===== config.mk =====
export PLATFORM = sky130hd
export DESIGN_NAME = qmmt_cfg_regs
export DESIGN_NICKNAME = d
export VERILOG_FILES = /design/src/rtl/qmmt_pkg.sv /design/src/rtl/qmmt_cfg_regs.sv
export SDC_FILE = /design/constraint.sdc
export NUM_CORES = 1
export LEC_CHECK = 0
export ABC_AREA = 1
export BUFFER_PORTS_ARGS = -buffer_cell sky130_fd_sc_hd__buf_4
export CORE_UTILIZATION = 45
export CTS_CLUSTER_SIZE = 12
export DETAILED_ROUTE_END_ITERATION = 10
export PLACE_DENSITY = 0.75
export SLEW_MARGIN = 20
export SYNTH_ARGS = -nofsm -noshare
export SYNTH_HDL_FRONTEND = slang
export SYNTH_SLANG_ARGS = --single-unit
export TNS_END_PERCENT = 5

===== constraint.sdc =====
create_clock -name clk -period 1 [get_ports clk]
set_input_delay 0.15 -clock clk [delete_from_list [all_inputs] [get_ports clk]]
set_output_delay 0.15 -clock clk [all_outputs]
set_load 0.01 [all_outputs]

===== src/rtl/qmmt_pkg.sv =====
`timescale 1ns / 1ps
`default_nettype none
// ----------------------------------------------------------------------------
// qmmt_pkg
// Shared types and constants for the quad motor mixer with trim.
// ----------------------------------------------------------------------------
package qmmt_pkg;

  localparam int CMD_W     = 16;
  localparam int TRIM_W    = 24;
  localparam int LEVEL_W   = 16;
  localparam int GAIN_W    = 16;
  localparam int CFG_W     = 64;
  localparam int CFG_IDX_W = 3;
  // trimmed Q.8 axis value: 16-bit command shifted by 8 plus 24-bit trim
  localparam int AXIS_W    = CMD_W + 9;
  // motor sum: thrust plus up to three axis terms
  localparam int SUM_W     = AXIS_W + 2;
  // sum times unsigned gain (sign bit added to the gain)
  localparam int PROD_W    = SUM_W + GAIN_W + 1;
  // Q.8 sum times Q2.14 gain leaves 22 fraction bits
  localparam int FRAC_W    = 22;

  localparam logic [CFG_W-1:0] GAINS_RESET = 64'h4000_4000_4000_4000;

  typedef enum logic [CFG_IDX_W-1:0] {
    REG_X_FORMATION     = 3'd0,
    REG_ROLL_TRIM       = 3'd1,
    REG_PITCH_TRIM      = 3'd2,
    REG_YAW_TRIM        = 3'd3,
    REG_MOTOR_GAINS     = 3'd4,
    REG_IDLE_FLOOR      = 3'd5,
    REG_OVERRIDE_ON     = 3'd6,
    REG_OVERRIDE_LEVELS = 3'd7
  } cfg_idx_e;

  typedef struct packed {
    logic signed [CMD_W-1:0] roll_cmd;
    logic signed [CMD_W-1:0] pitch_cmd;
    logic signed [CMD_W-1:0] yaw_cmd;
    logic [CMD_W-1:0]        thrust_cmd;
  } cmd_t;

  typedef struct packed {
    logic [LEVEL_W-1:0] motor1_level;
    logic [LEVEL_W-1:0] motor2_level;
    logic [LEVEL_W-1:0] motor3_level;
    logic [LEVEL_W-1:0] motor4_level;
  } result_t;

  typedef struct packed {
    logic                     x_formation;
    logic signed [TRIM_W-1:0] roll_trim;
    logic signed [TRIM_W-1:0] pitch_trim;
    logic signed [TRIM_W-1:0] yaw_trim;
    logic [CFG_W-1:0]         motor_gains;
    logic [LEVEL_W-1:0]       idle_floor;
    logic                     override_on;
    logic [CFG_W-1:0]         override_levels;
  } cfg_t;

endpackage
`default_nettype wire


===== src/rtl/qmmt_cfg_regs.sv =====
`timescale 1ns / 1ps
`default_nettype none
// ----------------------------------------------------------------------------
// qmmt_cfg_regs
// Configuration register file; always ready, one register per write.
// ----------------------------------------------------------------------------
module qmmt_cfg_regs (
  input  wire logic                           clk,
  input  wire logic                           rst,
  input  wire logic                           cfg_valid,
  output logic                                cfg_ready,
  input  wire logic [qmmt_pkg::CFG_IDX_W-1:0] cfg_index,
  input  wire logic [qmmt_pkg::CFG_W-1:0]     cfg_data,
  output qmmt_pkg::cfg_t                      cfg
);
  import qmmt_pkg::*;

  assign cfg_ready = 1'b1;

  always_ff @(posedge clk) begin
    if (rst) begin
      cfg.x_formation     <= 1'b0;
      cfg.roll_trim       <= '0;
      cfg.pitch_trim      <= '0;
      cfg.yaw_trim        <= '0;
      cfg.motor_gains     <= GAINS_RESET;
      cfg.idle_floor      <= '0;
      cfg.override_on     <= 1'b0;
      cfg.override_levels <= '0;
    end else if (cfg_valid && cfg_ready) begin
      case (cfg_idx_e'(cfg_index))
        REG_X_FORMATION:     cfg.x_formation     <= cfg_data[0];
        REG_ROLL_TRIM:       cfg.roll_trim       <= cfg_data[TRIM_W-1:0];
        REG_PITCH_TRIM:      cfg.pitch_trim      <= cfg_data[TRIM_W-1:0];
        REG_YAW_TRIM:        cfg.yaw_trim        <= cfg_data[TRIM_W-1:0];
        REG_MOTOR_GAINS:     cfg.motor_gains     <= cfg_data;
        REG_IDLE_FLOOR:      cfg.idle_floor      <= cfg_data[LEVEL_W-1:0];
        REG_OVERRIDE_ON:     cfg.override_on     <= cfg_data[0];
        REG_OVERRIDE_LEVELS: cfg.override_levels <= cfg_data;
        default: ;
      endcase
    end
  end

endmodule
`default_nettype wire


* Word level (Yosys, flattened, before mapping)
Cells that the tools add are included.
** Storage, ports and cells
- Output and inout port bits :: 219
- Bits in registers :: 218
- Word-level logic and storage cells :: 24
- Bits of input ports :: 70
** Operators by class
- Equality and inequality tests :: 7
- Reductions and logical operators :: 9
** Operators by type and width (number)
- $reduce_and 2->1 :: 8
- $eq 3x3->1 const B :: 4
- $eq 3x2->1 const B :: 2
- $eq 3x1->1 const B :: 1
- $logic_not 3->1 :: 1

* Logic depth before layout (Yosys ltp)
- Depth after elaboration :: 2
- Mapped depth :: 7
- Gate-level depth less buffers :: 5

* Worst setup path before layout
OpenSTA, ideal clock, no wires.
- Kind :: input to register
- Start point :: input port rst
- End point :: register cfg[152] (netlist bit)
- Data arrival time :: 0.935 ns
- Setup time :: 0.064 ns
- Required time :: 0.936 ns
- Slack :: 0.001 ns
- Buffers on the path :: 3
- Cell stages on the path :: 6
- Path through :: inv_1 -> buf_2 -> buf_2 -> clkbuf_1 -> nand2_1 -> nor2_1
** RTL lines
- start, declared :: line qmmt_cfg_regs.sv:9 : input wire logic rst,
- end, declared :: line qmmt_cfg_regs.sv:14 : output qmmt_pkg::cfg_t cfg

* Worst setup path after layout
- Start point :: register cfg[131] (netlist bit)
- End point :: output port cfg[131] (netlist bit)
No word-level cell between the ends.

==> metrics.txt <==
CP Capture Type=output port; Yosys top cell area share=0.508; final non-filler cell area=~14,000 sq um; status=finished, violations left; required time worst endpoint=0.85 ns; syn_area_per_cell=just under 7 sq um; WL/cell=16.5 microns; failing checks=setup timing; fin nets=1,656; Detail Placement HPWL=19.0 mm; Critical Path Start Type=register; critical path class=reg2out; CTS buffer count=23; critical path's top delay family=flip-flops; first drt pass iteration count=6; Synth area leaders=dfxtp_1 51%, nor2_1 19%, nand2_1 13%; HP Class=in2reg; leading area contributor after synthesis=dfxtp_1; # placed instances=1,752; final setup vio count=218; ant diodes=0; Cell variety after synth=15; port bufs=287; I/O pins=289; Core Region=roughly 19,000 sq um; area of the die=around 20,000 sq um; Post-Syn Area=8600 sq um; fin cells=1,829; Slew Viols, Final=0; yosys warns=0; Vert. Die Dim=140 microns; CTS tree=done; Largest Register=cfg; GRT Total Usage=0.286; max reg flops=218; Chip Width=140 microns; FMAX=873 MHz; routed wire length=30.1 mm; initial core utilization=0.460; starting DRC count in detailed routing=613; Reg clk slew, reported paths=0.06 ns; clock sink total=roughly 220; initial antenna violation count=0; vias per inst=roughly 5.1; worst setup margin=-0.146 ns; H-tree Lvls=1; Hold WS=0.0249 ns; Max Fanout on Critical Path=2; Final Util=0.727; crit path cell chain=buf_6; Syn Inst Count=about 1,300; Crit path buffers/inverters=1; maximum vdd drop=0.00142 V; Critical-path top delay cell=dfxtp_2; unrepaired setup endpoints after global routing=yes; Cell Rows=50; PwrDens=1480 nW/um^2; Seq/Total Area, Yosys=0.508; Crit path arrival time=1.00 ns; Via Count=9,242; Clock Latency Late Sink=0.50 ns; max-cap violations=0; LEAKAGE=6.34 nW; Top Registers=cfg: 218 flops; crit-path max cell delay=0.38 ns; Syn-to-layout area delta=58.3%; clock buffer depth=3; fin crit share=1.15; largest net degree at the start of global routing=48; CTS root buf=clkbuf_16; Detail Route Antenna Nets=0; final worst path period need=1.15 ns; first-pass GRT wire length=44.7 mm; number of remaining DRC errors=0; placed inst area=11,400 sq um; final count of hold timing violations=0; Yosys reg bits=218; clock skew=0 ns; GR Overflow Total=0; layout cells sized above 1=0.380; placer congestion estimate=0.884; syn_nets=roughly 1,300; number of global-route vias before repair=8,573
==> Yosys cell counts, drive strengths merged <==
library cell / instances
nand3: 154
inv: 71
nand2: 293
dfxtp: 218
a21oi: 2
clkbuf: 12
nor2: 436
buf: 70
conb: 1
==> layer usage <==
metal / vias to the layer above / global-route usage / share of wire
met1: 4201 / 0.335 / 0.38
met5: - / 0 / 0
li1: 4475 / - / -
met4: 0 / 0.139 / 0.050
met2: 465 / 0.489 / 0.48
met3: 101 / 0.0691 / 0.090
==> report_power, final <==
group          leakage [nW]  total, mW  internal, mW  switching [mW]
Sequential             1.87       9.29          9.05           0.236
Clock                 0.330       7.91          4.57            3.35
Combinational          4.14       2.87          1.40            1.47
==> cell usage in the layout (no fill, tap or decap) <==
master,count
clkinv_2,3
clkbuf_1,5
dlygate4sd3_1,40
buf_4,101
inv_1,68
nor2_2,5
dfxtp_2,217
buf_6,217
bufinv_16,1
inv_2,2
nand2_2,1
nor2_1,426
a21oi_1,2
dfxtp_1,1
buf_12,28
nand2_1,292
clkbuf_8,2
conb_1,1
clkbuf_16,23
inv_6,1
nor2_4,5
nand3_1,154
==> final cells by class <==
cell class / count / area (sq um)
well taps: 234 / 293
clock inverters: 4 / 45.0
inverters: 71 / 272
multi-input cells: 886 / 3570
repair buffers: 386 / 4160
fillers: 1368 / 5100
flip-flops and latches: 218 / 4640
clock buffers: 30 / 622
==> worst paths after layout <==
check	start	end	slack, ns	depth (start not counted)
worst max-delay path	cfg[131]$_SDFFE_PP0P_	cfg[131]	-0.15	1
worst min register to register	cfg[90]$_SDFFE_PP0P_	cfg[90]$_SDFFE_PP0P_	0.48	2
worst max register to register	cfg[52]$_SDFFE_PP0P_	cfg[52]$_SDFFE_PP0P_	0.23	3
worst min-delay path	cfg_data[41]	cfg[122]$_SDFFE_PP0P_	0.02	5
==> logic make-up after synthesis <==
kind of cell | Yosys count | share of synthesized area
AO/OA/AOI/OAI | 2 | 0.00116
buffers and inverters | 153 | 0.0798
flip-flops | 218 | 0.508
other | 1 | 0.000436
AND/OR/NAND/NOR | 883 | 0.411
==> metrics by stage <==
step           TNS, ns  power, mW  setup slack (ns)
6_report        -19.22       20.1            -0.146
5_1_grt         -24.31       20.8            -0.163
4_1_cts         -21.68       20.0            -0.131
3_5_place_dp    -26.26       11.8            -0.225
3_3_place_gp    -23.06       11.8            -0.167
2_1_floorplan        0       10.6          0.000689
==> timing repair <==
| item | CTS | global route |
|---|---|---|
| endpoints found under the setup margin | 218 | 218 |
| buffers inserted | 1 | 2 |
| gates cloned | 0 | 0 |
| hold buffers | 40 | 0 |
| endpoints found under the hold margin | 64 | 0 |
| gates resized for setup | 354 | 80 |
(Power assumes the default switching activity.)
