==> src/rtl/qmmt_pkg.sv <==
`timescale 1ns / 1ps
`default_nettype none
// ----------------------------------------------------------------------------
// qmmt_pkg
// Shared types and constants for the quad motor mixer with trim.
// ----------------------------------------------------------------------------
package qmmt_pkg;

  localparam int CMD_W     = 16;
  localparam int TRIM_W    = 24;
  localparam int LEVEL_W   = 16;
  localparam int GAIN_W    = 16;
  localparam int CFG_W     = 64;
  localparam int CFG_IDX_W = 3;
  // trimmed Q.8 axis value: 16-bit command shifted by 8 plus 24-bit trim
  localparam int AXIS_W    = CMD_W + 9;
  // motor sum: thrust plus up to three axis terms
  localparam int SUM_W     = AXIS_W + 2;
  // sum times unsigned gain (sign bit added to the gain)
  localparam int PROD_W    = SUM_W + GAIN_W + 1;
  // Q.8 sum times Q2.14 gain leaves 22 fraction bits
  localparam int FRAC_W    = 22;

  localparam logic [CFG_W-1:0] GAINS_RESET = 64'h4000_4000_4000_4000;

  typedef enum logic [CFG_IDX_W-1:0] {
    REG_X_FORMATION     = 3'd0,
    REG_ROLL_TRIM       = 3'd1,
    REG_PITCH_TRIM      = 3'd2,
    REG_YAW_TRIM        = 3'd3,
    REG_MOTOR_GAINS     = 3'd4,
    REG_IDLE_FLOOR      = 3'd5,
    REG_OVERRIDE_ON     = 3'd6,
    REG_OVERRIDE_LEVELS = 3'd7
  } cfg_idx_e;

  typedef struct packed {
    logic signed [CMD_W-1:0] roll_cmd;
    logic signed [CMD_W-1:0] pitch_cmd;
    logic signed [CMD_W-1:0] yaw_cmd;
    logic [CMD_W-1:0]        thrust_cmd;
  } cmd_t;

  typedef struct packed {
    logic [LEVEL_W-1:0] motor1_level;
    logic [LEVEL_W-1:0] motor2_level;
    logic [LEVEL_W-1:0] motor3_level;
    logic [LEVEL_W-1:0] motor4_level;
  } result_t;

  typedef struct packed {
    logic                     x_formation;
    logic signed [TRIM_W-1:0] roll_trim;
    logic signed [TRIM_W-1:0] pitch_trim;
    logic signed [TRIM_W-1:0] yaw_trim;
    logic [CFG_W-1:0]         motor_gains;
    logic [LEVEL_W-1:0]       idle_floor;
    logic                     override_on;
    logic [CFG_W-1:0]         override_levels;
  } cfg_t;

endpackage
`default_nettype wire

==> src/rtl/qmmt_motor_scale.sv <==
`timescale 1ns / 1ps
`default_nettype none
// ----------------------------------------------------------------------------
// qmmt_motor_scale
// One motor channel: gain multiply, truncate, saturate, raise to idle floor.
// ----------------------------------------------------------------------------
module qmmt_motor_scale (
  input  wire logic signed [qmmt_pkg::SUM_W-1:0] sum_q8,
  input  wire logic [qmmt_pkg::GAIN_W-1:0]       gain,
  input  wire logic [qmmt_pkg::LEVEL_W-1:0]      idle_floor,
  output logic [qmmt_pkg::LEVEL_W-1:0]           level
);
  import qmmt_pkg::*;

  logic signed [GAIN_W:0]   gain_s;
  logic signed [PROD_W-1:0] prod;
  logic [PROD_W-FRAC_W-1:0] whole;
  logic [LEVEL_W-1:0]       sat;

  assign gain_s = {1'b0, gain};
  assign prod   = sum_q8 * gain_s;
  // a negative product truncates to zero or below, so it clamps to zero
  assign whole  = prod[PROD_W-1:FRAC_W];

  always_comb begin
    if (prod[PROD_W-1]) begin
      sat = '0;
    end else if (|whole[PROD_W-FRAC_W-1:LEVEL_W]) begin
      sat = '1;
    end else begin
      sat = whole[LEVEL_W-1:0];
    end
    level = (sat < idle_floor) ? idle_floor : sat;
  end

endmodule
`default_nettype wire

==> config.mk <==
export PLATFORM = sky130hd
export DESIGN_NAME = qmmt_motor_scale
export DESIGN_NICKNAME = d
export VERILOG_FILES = /design/src/rtl/qmmt_pkg.sv /design/src/rtl/qmmt_motor_scale.sv
export SDC_FILE = /design/constraint.sdc
export NUM_CORES = 1
export LEC_CHECK = 0
export BUFFER_PORTS_ARGS = -buffer_cell sky130_fd_sc_hd__buf_2
export CAP_MARGIN = 15
export CORE_MARGIN = 2
export CORE_UTILIZATION = 25
export DETAILED_ROUTE_END_ITERATION = 16
export PLACE_DENSITY = 0.48
export SYNTH_ARGS = -nofsm -noshare
export SYNTH_HDL_FRONTEND = slang
export SYNTH_SLANG_ARGS = --single-unit
==> constraint.sdc <==
create_clock -name vclk -period 21.1
set_input_delay 6.33 -clock vclk [all_inputs]
set_output_delay 6.33 -clock vclk [all_outputs]
set_load 0.005 [all_outputs]
After elaboration in Yosys (flattened, before gate mapping). Cells that the tools add are included.

Bits in read-only memories: 0. Register bits after elaboration: 0. Output and inout port bits: 16. Input port bits: 59. Bits in writable memories: 0. Logic and storage cells: 6. Memories kept: 0. Latch bits: 0.

Add/subtract/negate cells: 0. Mux-type cells: 3. Bitwise operators: 0. $mul: 1. Div/mod/pow operators: 0. Reduce and logical (&&, ||, !) cells: 1. Magnitude comparators: 1. Eq/ne operators: 0. Shifts and indexed selects: 0.

Operators with widths (count): $mux W16 (3); $mul A27 B17 Y44 (1); $lt A16 B16 Y1 (1); $reduce_or A6 Y1 (1).

Depth between registers and ports, before layout. Gate-level depths: netlist (run 1).

Depth after elaboration: 6. Depth in mapped cells: 37. Depth with buffers taken out: 34.

Worst setup path after synthesis (run 1). Ideal clock, no wire load.

Path type: input to output. Start point: in gain[3] in the netlist's numbering. End point: out level[10] in the netlist's numbering. Buffers on the path: 4. Required time: 14.770 ns. Setup slack: 0.038 ns. Stages: 34. Arrival: 14.732 ns. Cells stage by stage: clkbuf_1 -> clkbuf_1 -> nand2_1 -> fa_1 -> fa_1 -> inv_1 -> fa_1 -> fa_1 -> fa_1 -> inv_1 -> fa_1 -> inv_1 -> ha_1 -> nand2_2 -> nor4_4 -> inv_2 -> a2111oi_4 -> o31a_1 -> nor2_1 -> xnor2_1 -> clkbuf_1 -> nor2_1 -> ha_1 -> a21o_1 -> a21o_1 -> a21o_1 -> a21o_1 -> a21oi_1 -> nor2b_1 -> o21ai_0 -> nand2_1 -> a21oi_4 -> buf_8 -> mux2_4.

Cells in the longest elaborated chain, start to end: 6.

RTL lines: start: declaration (line qmmt_motor_scale.sv:9) `input wire logic [qmmt_pkg::GAIN_W-1:0] gain,`; $mul A27 B17 Y44 * (line qmmt_motor_scale.sv:21) `assign prod = sum_q8 * gain_s;`; $reduce_or A6 Y1 (line qmmt_motor_scale.sv:28) `end else if (|whole[PROD_W-FRAC_W-1:LEVEL_W]) begin`; $mux W16 (line qmmt_motor_scale.sv:28); $mux W16 * (line qmmt_motor_scale.sv:26) `if (prod[PROD_W-1]) begin`; $lt A16 B16 Y1 (line qmmt_motor_scale.sv:33) `level = (sat < idle_floor) ? idle_floor : sat;`; $mux W16 * (line qmmt_motor_scale.sv:33); end: declaration (line qmmt_motor_scale.sv:11) `output logic [qmmt_pkg::LEVEL_W-1:0] level`.

Every way passes the cells marked *; elsewhere a longest branch is shown, timed or not.

Worst setup path after layout (run 1).
Start point: in gain[8] in the netlist's numbering. End point: out level[13] in the netlist's numbering.

The elaborated chain is that of the path after synthesis.

==> results of run 1 <==
==> cells by family after synthesis <==
kind of cell,after synthesis,synth area share
buffers and inverters,595,0.139
adders and majority gates,537,0.608
AOI/OAI and AO/OA,153,0.0628
and+or+nand+nor,541,0.162
xor gates and xnor gates,26,0.0141
muxes,17,0.0141
==> cell usage after synthesis, types with 6 or more instances <==
master    instances  area [um^2]
a211oi_1         10         75.1
a21o_1            9         67.6
a21oi_1          60          300
and2_1          170         1060
and3_1            6         37.5
buf_2             7         35.0
clkbuf_1         77          289
fa_1            417         8350
ha_1            120         1500
inv_1           509         1910
mux2_2            6         67.6
mux2_4           10          150
nand2_1         293         1100
nand3_1          15         75.1
nand4_1          13         81.3
nor2_1           13         48.8
nor3_1            6         30.0
o211ai_1          7         52.6
o21a_1            6         45.0
o21ai_0          27          135
xnor2_1          19          166
xor2_1            7         61.3
==> worst paths after layout <==
| check | start | endpoint | slack (ns) | depth (start not counted) |
|---|---|---|---|---|
| min | idle_floor[11] | level[11] | 12.97 | 3 |
| max | gain[8] | level[13] | 0.32 | 36 |
==> cell type report <==
| type | count | area, um^2 | share of cell area |
|---|---|---|---|
| well taps | 855 | 1070 | 0.0571 |
| multi-input cells | 1274 | 14300 | 0.761 |
| inverters | 510 | 1910 | 0.102 |
| repair buffers | 165 | 1480 | 0.0792 |
| diodes | 1 | 2.50 | 0.000134 |
==> stage by stage <==
stage	setup TNS (ns)	cell area (um^2)	cells
floorplan	0	16200	1869
global placement	0	17900	2778
detailed placement	0	17900	2778
CTS	0	17900	2778
global route	-0.245	18700	2804
finish	0	18700	2805
==> placed cells by master, fill, tap and decap left out, types with 5 or more instances in the layout <==
cell type and count:
clkbuf_4 13, a21oi_2 11, mux2_2 6, o21a_1 6
nand2_1 290, ha_1 107, and3_1 6, ha_4 8
mux2_4 10, nor3_1 5, clkbuf_16 10, nor2_1 10
ha_2 5, a211oi_2 7, buf_6 11, buf_4 76
a21oi_1 50, nand3_1 12, buf_12 11, nand4_1 13
and2_1 170, inv_1 507, xnor2_1 18, fa_1 413
o21ai_0 21, o211ai_1 7, xor2_1 7, buf_2 44
o21ai_1 7, a21o_1 9
==> layer usage <==
layer  GRT usage  wire (um)  up-vias
met2       0.263      23700      222
met5           0          0        -
met1       0.180      21100     6430
met4      0.0223        818        0
met3     0.00724       1490       53
li1            -          -     5614
==> timing repair <==
| action | in CTS | in global routing |
|---|---|---|
| setup endpoints to repair | 0 | 16 |
| hold endpoints to repair | 0 | 0 |
| gates resized for setup | 0 | 132 |
| buffers inserted | 0 | 18 |
==> reports/results.txt, run 1 <==
The number of global-route vias before repair came out at 14.3k. Required time of the critical path: 14.77 ns. The class of the tightest hold or removal check is primary input to primary output.

The mean post-synth cell area was 8.67 um^2. The area of the core is 64200 um^2, and the post-route DRC violation count is 0. The net count of the mapped netlist is 2465.

The run gives 0 as the total count of max-transition violations in the final report. For the worst setup path, the data arrival time is 14.45 ns. From left edge to right edge, the die measures 259 um. Quantity of I/O buffers inserted on ports: 75. In this design, the critical path's most frequently occurring cell is fa_1.

The delay contributed by the slowest stage of the critical path came out at 0.60 ns. The dominant delay contributor by cell family on the critical path is adder cells. For this run, the detailed router's first-pass iteration total came to 5.

The tools report the initial standard-cell utilization of the core as 0.252. For this run, the number of Yosys warnings is 0. There are 0 flip-flops and latches.

Counting both buffers and inverters, the worst setup path holds a total of 8. After filler insertion, the fill cell instance count of the layout stands at 6969. The tool flagged a number of max-cap violations equal to 0. Of all nets on the critical path, the largest fanout is 8. The flow ran to the end, and the final reports show no timing, DRC or antenna violations.

The count of hold buffers inserted by post-cts repair came out at 0. The total congestion overflow after global routing is 0. For the global-route usage over all layers, the log shows 0.140.

The die is 259 um tall. Entering global routing, the biggest net connects 28 pins. The global-route wire length before repair is 75.7 mm, and the number of failing hold endpoints at the final stage is 0. Summing over every cut layer, the via total after detailed routing is 12.3k. The cell with the largest stage delay on the worst path was fa_1. The average wire per standard cell was 16.8 um; the count of nets left with antenna violations after detail routing was 0. Setup violations remaining at the end of the flow were counted as 0.

The wire length after detailed routing is 47.1 mm. The critical path is of the primary input to primary output type. Actual slew at the worst max-slew pin: 0.516 ns. The die covers 66900 um^2. The final period demand of the worst path works out to 20.78 ns.

Estimated wirelength of the detail-placed design: 37.9 mm. The area growth from synthesis to layout is 15.6%. The layout has 0 clock buffers. After detailed routing, the number of vias per cell comes to 4.39. The part of the cycle the worst path needs is 0.985.

The logs give 1 for the initial antenna violation count and 0 for the part of the Yosys area used for sequential elements. Registers take 0 um^2. The normalized max-slew margin was 0.655; the worst path setup slack after routing was 0.319 ns.

The logs give 0.292 for the final core utilization and 16200 um^2 for the mapped cell area. The fraction of final layout cells sized beyond drive strength 1 was 0.128; the highest clock rate was 0.0481 GHz. Number of ports placed on the die boundary: 75. The element type at the critical path end was a primary output.

The minimum hold slack is 12.97 ns, and the initial DRC count is 562. Before CTS, the worst setup slack after placement is 0.110 ns. After synthesis, the netlist uses 61 different library cells.

Counting every instance in the synthesized netlist gives 1869. The net count of the finished layout is 2547. The worst setup path is launched from a primary input.

The congestion estimate from routability-driven global placement came to 0.851. The floorplan has 93 rows.
Power of run 1 is not shown: default switching activity piles up to over one toggle a cycle in this logic, so the estimate is an artifact.
==> inputs of run 2 (changes only) <==
--- a/config.mk
+++ b/config.mk
@@ -7,7 +7,6 @@
 export LEC_CHECK = 0
 export BUFFER_PORTS_ARGS = -buffer_cell sky130_fd_sc_hd__buf_2
 export CAP_MARGIN = 15
-export CORE_MARGIN = 2
 export CORE_UTILIZATION = 25
 export DETAILED_ROUTE_END_ITERATION = 16
 export PLACE_DENSITY = 0.48
==> reports/results.txt, run 2 (synthesis results as in run 1) <==
The flow ran to the end, and the final reports show no timing, DRC or antenna violations. For the initial DRC count, the log shows 510 (was 562). The delay contributed by the slowest stage of the critical path is 0.55 ns (was 0.60 ns), and the initial standard-cell utilization of the core is 0.255 (was 0.252). The routability congestion estimate from global placement was 0.847 (was 0.851). The tools report the sort of element at the start of the critical path as a primary input (unchanged). The actual slew at the worst max-slew pin was 0.533 ns (was 0.516 ns). The leading cell type in the layout, fill and taps excluded is inv_1 (unchanged). The start-to-end type of the worst setup path is primary input to primary output (unchanged).

The tools report the wire length after detailed routing as 46.2 mm (was 47.1 mm). The tools report the total congestion overflow after global routing as 0 (unchanged). The quantity of I/O buffers inserted on ports was 75 (unchanged). Launch instance of the worst min-delay path: idle_floor[14] (was idle_floor[11]). The required time of the critical path came out at 14.77 ns (about the same). The peak fanout along the critical path is 13 (was 8).

The per-cell via count in the routed design is 4.43 (was 4.39), and the total of clock buffers placed in the layout is 0 (unchanged). The highest clock rate was 0.0482 GHz (was 0.0481 GHz). The logs give 74.1 mm (was 75.7 mm) for the global-route wire length before repair and 14.1k (was 14.3k) for the number of global-route vias before repair.

The logs give 0.334 ns (was 0.319 ns) for the worst path setup slack after routing and 0 (unchanged) for the final setup violation count. The post-placement setup slack is 0.00824 ns (was 0.110 ns). The part of the cycle the worst path needs was 0.984 (was 0.985). The logs give 0.138 (was 0.140) for the global-route usage over all layers and 28 (unchanged) for the maximum number of pins on one net before global-route repair. The class of the tightest hold or removal check was primary input to primary output (unchanged). Cell with the largest stage delay on the worst path: fa_1 (unchanged). The tools report the storage element area as 0 um^2 (unchanged). The cell occurring most often along the worst timing path is fa_1 (unchanged). Number of nets at the end of the flow: 2542 (was 2547). The final period demand of the worst path is 20.77 ns (was 20.78 ns). The height of the chip is 257 um (was 259 um). The element type at the critical path end was a primary output (unchanged). The width of the die is 257 um (was 259 um). The post-route DRC violation count was 0 (unchanged). The logs give 92 (was 93) for the number of standard-cell rows in the floorplan and 37.4 mm (was 37.9 mm) for the estimated wirelength of the detail-placed design. The worst setup path startpoint is gain[2] (was gain[8]). The logs give 0 (unchanged) for the number of failing hold endpoints at the final stage and 0.294 (was 0.292) for the final core utilization. The fraction of final layout cells sized beyond drive strength 1 works out to 0.137 (was 0.128). Final cell area excluding filler cells: 18700 um^2 (about the same). The count of nets left with antenna violations after detail routing is 0 (unchanged). Most frequent cells in the layout: 504 x inv_1, 413 x fa_1, 288 x nand2_1 (was 507 x inv_1, 413 x fa_1, 290 x nand2_1). The max-cap check violation count came out at 0 (unchanged). For the normalized max-slew margin, the log shows 0.645 (was 0.655). The logs give 0 (unchanged) for the total count of max-transition violations in the final report and 0 (unchanged) for the count of hold buffers inserted by post-cts repair. The vias after detailed routing came out at 12.4k (was 12.3k). The number of inserted filler cells in the final layout is 6849 (was 6969), and the data arrival time at the worst-slack endpoint is 14.44 ns (was 14.45 ns). The average wire per standard cell was 16.6 um (was 16.8 um).

The initial antenna violation count is 1 (unchanged), and the number of search-and-repair iterations in the first detailed-routing pass is 5 (unchanged). The area overhead of the layout relative to synthesis was 15.4% (was 15.6%); the flip-flop and latch count was 0 (unchanged). The die footprint came out at 65800 um^2 (was 66900 um^2).

The area of the core is 63500 um^2 (was 64200 um^2), and the area of the multi-input gates is 14300 um^2 (about the same). The tools report the number of ports placed on the die boundary as 75 (unchanged). The post-place instance area is 17900 um^2 (about the same).
## run 2: per-layer routing
layer	GRT usage	part of all wire
met3	0.00297	0.025
met4	0.0240	0.018
met5	0	0
met2	0.254	0.50
met1	0.181	0.46
## run 2: what timing repair did
| action | CTS | global route |
|---|---|---|
| resized for setup | 1 | 171 |
| endpoints found under the setup margin | 6 | 16 |
| cloned | 0 | 10 |
| pin swaps | 0 | 37 |
| setup buffers | 0 | 12 |
## run 2: final cells by class
class                           instances  share of cell area
Antenna cell                            1            0.000134
Inverter                              510               0.102
Multi-Input combinational cell       1274               0.766
Tap cell                              846              0.0566
Timing Repair Buffer                  160              0.0744
## run 2: per-stage QoR
stage	setup TNS [ns]	hold WS (ns)	std cells
after floorplan	0	12.78	1869
after global placement	0	12.97	2769
after detailed placement	0	12.97	2769
after CTS	0	12.97	2769
after global routing	-0.558	12.98	2791
final	0	12.97	2791
## run 2: worst paths after layout
check,endpoint,cells after the start
min,level[14],3
max,level[12],36
## run 2: worst max-delay path: cells and delay by family
kind            cells  cell delay (ns)
compound gates     11             2.01
mux                 1             0.29
simple gates        7             0.87
buf+inv             9             1.10
fa+ha+maj           8             3.80
Power of run 2 is left out for the same reason.
==> inputs of run 3 (changes only) <==
--- a/config.mk
+++ b/config.mk
@@ -9,6 +9,7 @@
 export CAP_MARGIN = 15
 export CORE_UTILIZATION = 25
 export DETAILED_ROUTE_END_ITERATION = 16
+export GPL_TIMING_DRIVEN = 0
 export PLACE_DENSITY = 0.48
 export SYNTH_ARGS = -nofsm -noshare
 export SYNTH_HDL_FRONTEND = slang
==> reports/results.txt, run 3 (synthesis results as in run 1) <==
The run finished with clean final reports. The setup total negative slack is 0 ns (unchanged), and the initial DRC count is 730 (was 510). The number of global-route vias before repair was 14.3k (was 14.1k); the max-cap check violation count was 0 (unchanged).

Area overhead of the layout relative to synthesis: 22.2% (was 15.4%). The leading cell type in the layout, fill and taps excluded was inv_1 (unchanged). The fraction of final layout cells sized beyond drive strength 1 came out at 0.172 (was 0.137). The routability congestion estimate from global placement is 0.914 (was 0.847). The vias after detailed routing came out at 12.8k (was 12.4k). The total count of max-transition violations in the final report came out at 0 (unchanged).

The class of the tightest hold or removal check was primary input to primary output (unchanged). The global-route wire length before repair was 81.4 mm (was 74.1 mm). The flip-flop and latch count is 0 (unchanged).

The logs give 2842 (was 2791) for the post-layout instance count excluding filler cells and 65800 um^2 (unchanged) for the die footprint. The total met2 wirelength after detailed routing was 24.6 mm (was 22.9 mm). The cell with the largest stage delay on the worst path was fa_1 (unchanged). The part of the cycle the worst path needs is 0.987 (was 0.984), and the estimated wirelength of the detail-placed design is 43.5 mm (was 37.4 mm). Number of standard-cell rows in the floorplan: 92 (unchanged).

The tools report the number of ports placed on the die boundary as 75 (unchanged). Final setup violation count: 0 (unchanged). The area of the core was 63500 um^2 (unchanged). The storage element area came out at 0 um^2 (unchanged).

The highest clock rate is 0.0480 GHz (was 0.0482 GHz). The delay contributed by the slowest stage of the critical path is 0.62 ns (was 0.55 ns). The normalized max-slew margin was 0.533 (was 0.645). Setup repair after global routing could not meet its margin everywhere. The initial standard-cell utilization of the core is 0.255 (unchanged). The required time of the critical path is 14.77 ns (about the same).

Number of nets at the end of the flow: 2589 (was 2542). The wire length after detailed routing is 52.0 mm (was 46.2 mm). Dominant delay contributor by cell family on the critical path: adder cells (unchanged).

The number of failing hold endpoints at the final stage was 0 (unchanged); the data arrival time at the worst-slack endpoint was 14.50 ns (was 14.44 ns). The count of nets left with antenna violations after detail routing came out at 0 (unchanged). The sort of element at the start of the critical path is a primary input (unchanged). The actual slew at the worst max-slew pin was 0.700 ns (was 0.533 ns); the final period demand of the worst path was 20.83 ns (was 20.77 ns). The combined buffer and inverter count along the critical path works out to 9 (unchanged). The initial antenna violation count was 0 (was 1).

The total of clock buffers placed in the layout is 0 (unchanged). Global-route usage over all layers: 0.161 (was 0.138). The maximum number of pins on one net before global-route repair is 16 (was 28), and the met3 layer wire length in the routed design is 3.46 mm (was 1.17 mm). The tools report the total congestion overflow after global routing as 0 (unchanged). The cell occurring most often along the worst timing path is fa_1 (unchanged). Most frequent cells in the layout: 499 x inv_1, 398 x fa_1, 285 x nand2_1 (was 504 x inv_1, 413 x fa_1, 288 x nand2_1). The width of the die came out at 257 um (unchanged).

Quantity of I/O buffers inserted on ports: 64 (was 75). The topmost layer with routed signal wires is met4 (unchanged). The element type at the critical path end is a primary output (unchanged). The minimum hold slack is 12.96 ns (was 12.97 ns), and the met1 wire length is 22.0 mm (was 21.3 mm). The per-cell via count in the routed design was 4.52 (was 4.43); the height of the chip was 257 um (unchanged). The post-route DRC violation count is 0 (unchanged), and the average wire per standard cell is 18.3 um (was 16.6 um).

Start-to-end type of the worst setup path: primary input to primary output (unchanged). The number of placed instances, taps included is 2779 (was 2769), and the number of search-and-repair iterations in the first detailed-routing pass is 5 (unchanged). The peak fanout along the critical path is 10 (was 13), and the count of hold buffers inserted by post-cts repair is 0 (unchanged).
[run 3: cell count changes in the layout (fill, tap and decap cells not counted), sizes merged]
cell / previous run / this run
clkdlybuf4s15: 1 / 0
clkbuf: 16 / 50
diode: 1 / 5
buf: 143 / 157
[run 3: worst paths after layout]
check             slack (ns)       end  cells past startpoint          start
setup / recovery        0.27  level[9]                     37     sum_q8[13]
hold / removal         12.96  level[5]                      3  idle_floor[5]
[run 3: stage by stage]
| stage | area [um^2] | utilization | setup slack (ns) |
|---|---|---|---|
| floorplan | 16200 | - | 0.0376 |
| global placement | 17600 | 0.277 | -2.40 |
| detailed placement | 17600 | 0.277 | -2.42 |
| CTS | 18900 | 0.297 | 0.00346 |
| global route | 19800 | 0.311 | -0.0603 |
| finish | 19800 | 0.311 | 0.275 |
[run 3: final cells by class]
class	instances	area, um^2
antenna	5	12.5
buffer	79	1160
fill	6762	43700
inverter	510	1910
multi-input combinational	1274	14600
tap	846	1060
timing repair buffer	128	1040
[run 3: timing repair]
| action | 4_1_cts | 5_1_grt |
|---|---|---|
| resized for setup | 255 | 201 |
| setup buffers | 27 | 39 |
| pin swaps | 24 | 58 |
| cloned | 2 | 0 |
| setup endpoints to repair | 16 | 16 |
[run 3: metal layers]
layer	vias up	global-route usage
li1	5716	-
met1	6658	0.211
met2	395	0.276
met3	73	0.0205
met4	0	0.0461
met5	-	0
[run 3: tightest hold or removal path, cell delays in order]
cell and delay (ns):
buf_2 0.09, mux2_4 0.13, buf_6 0.08
Power of run 3 is left out for the same reason.
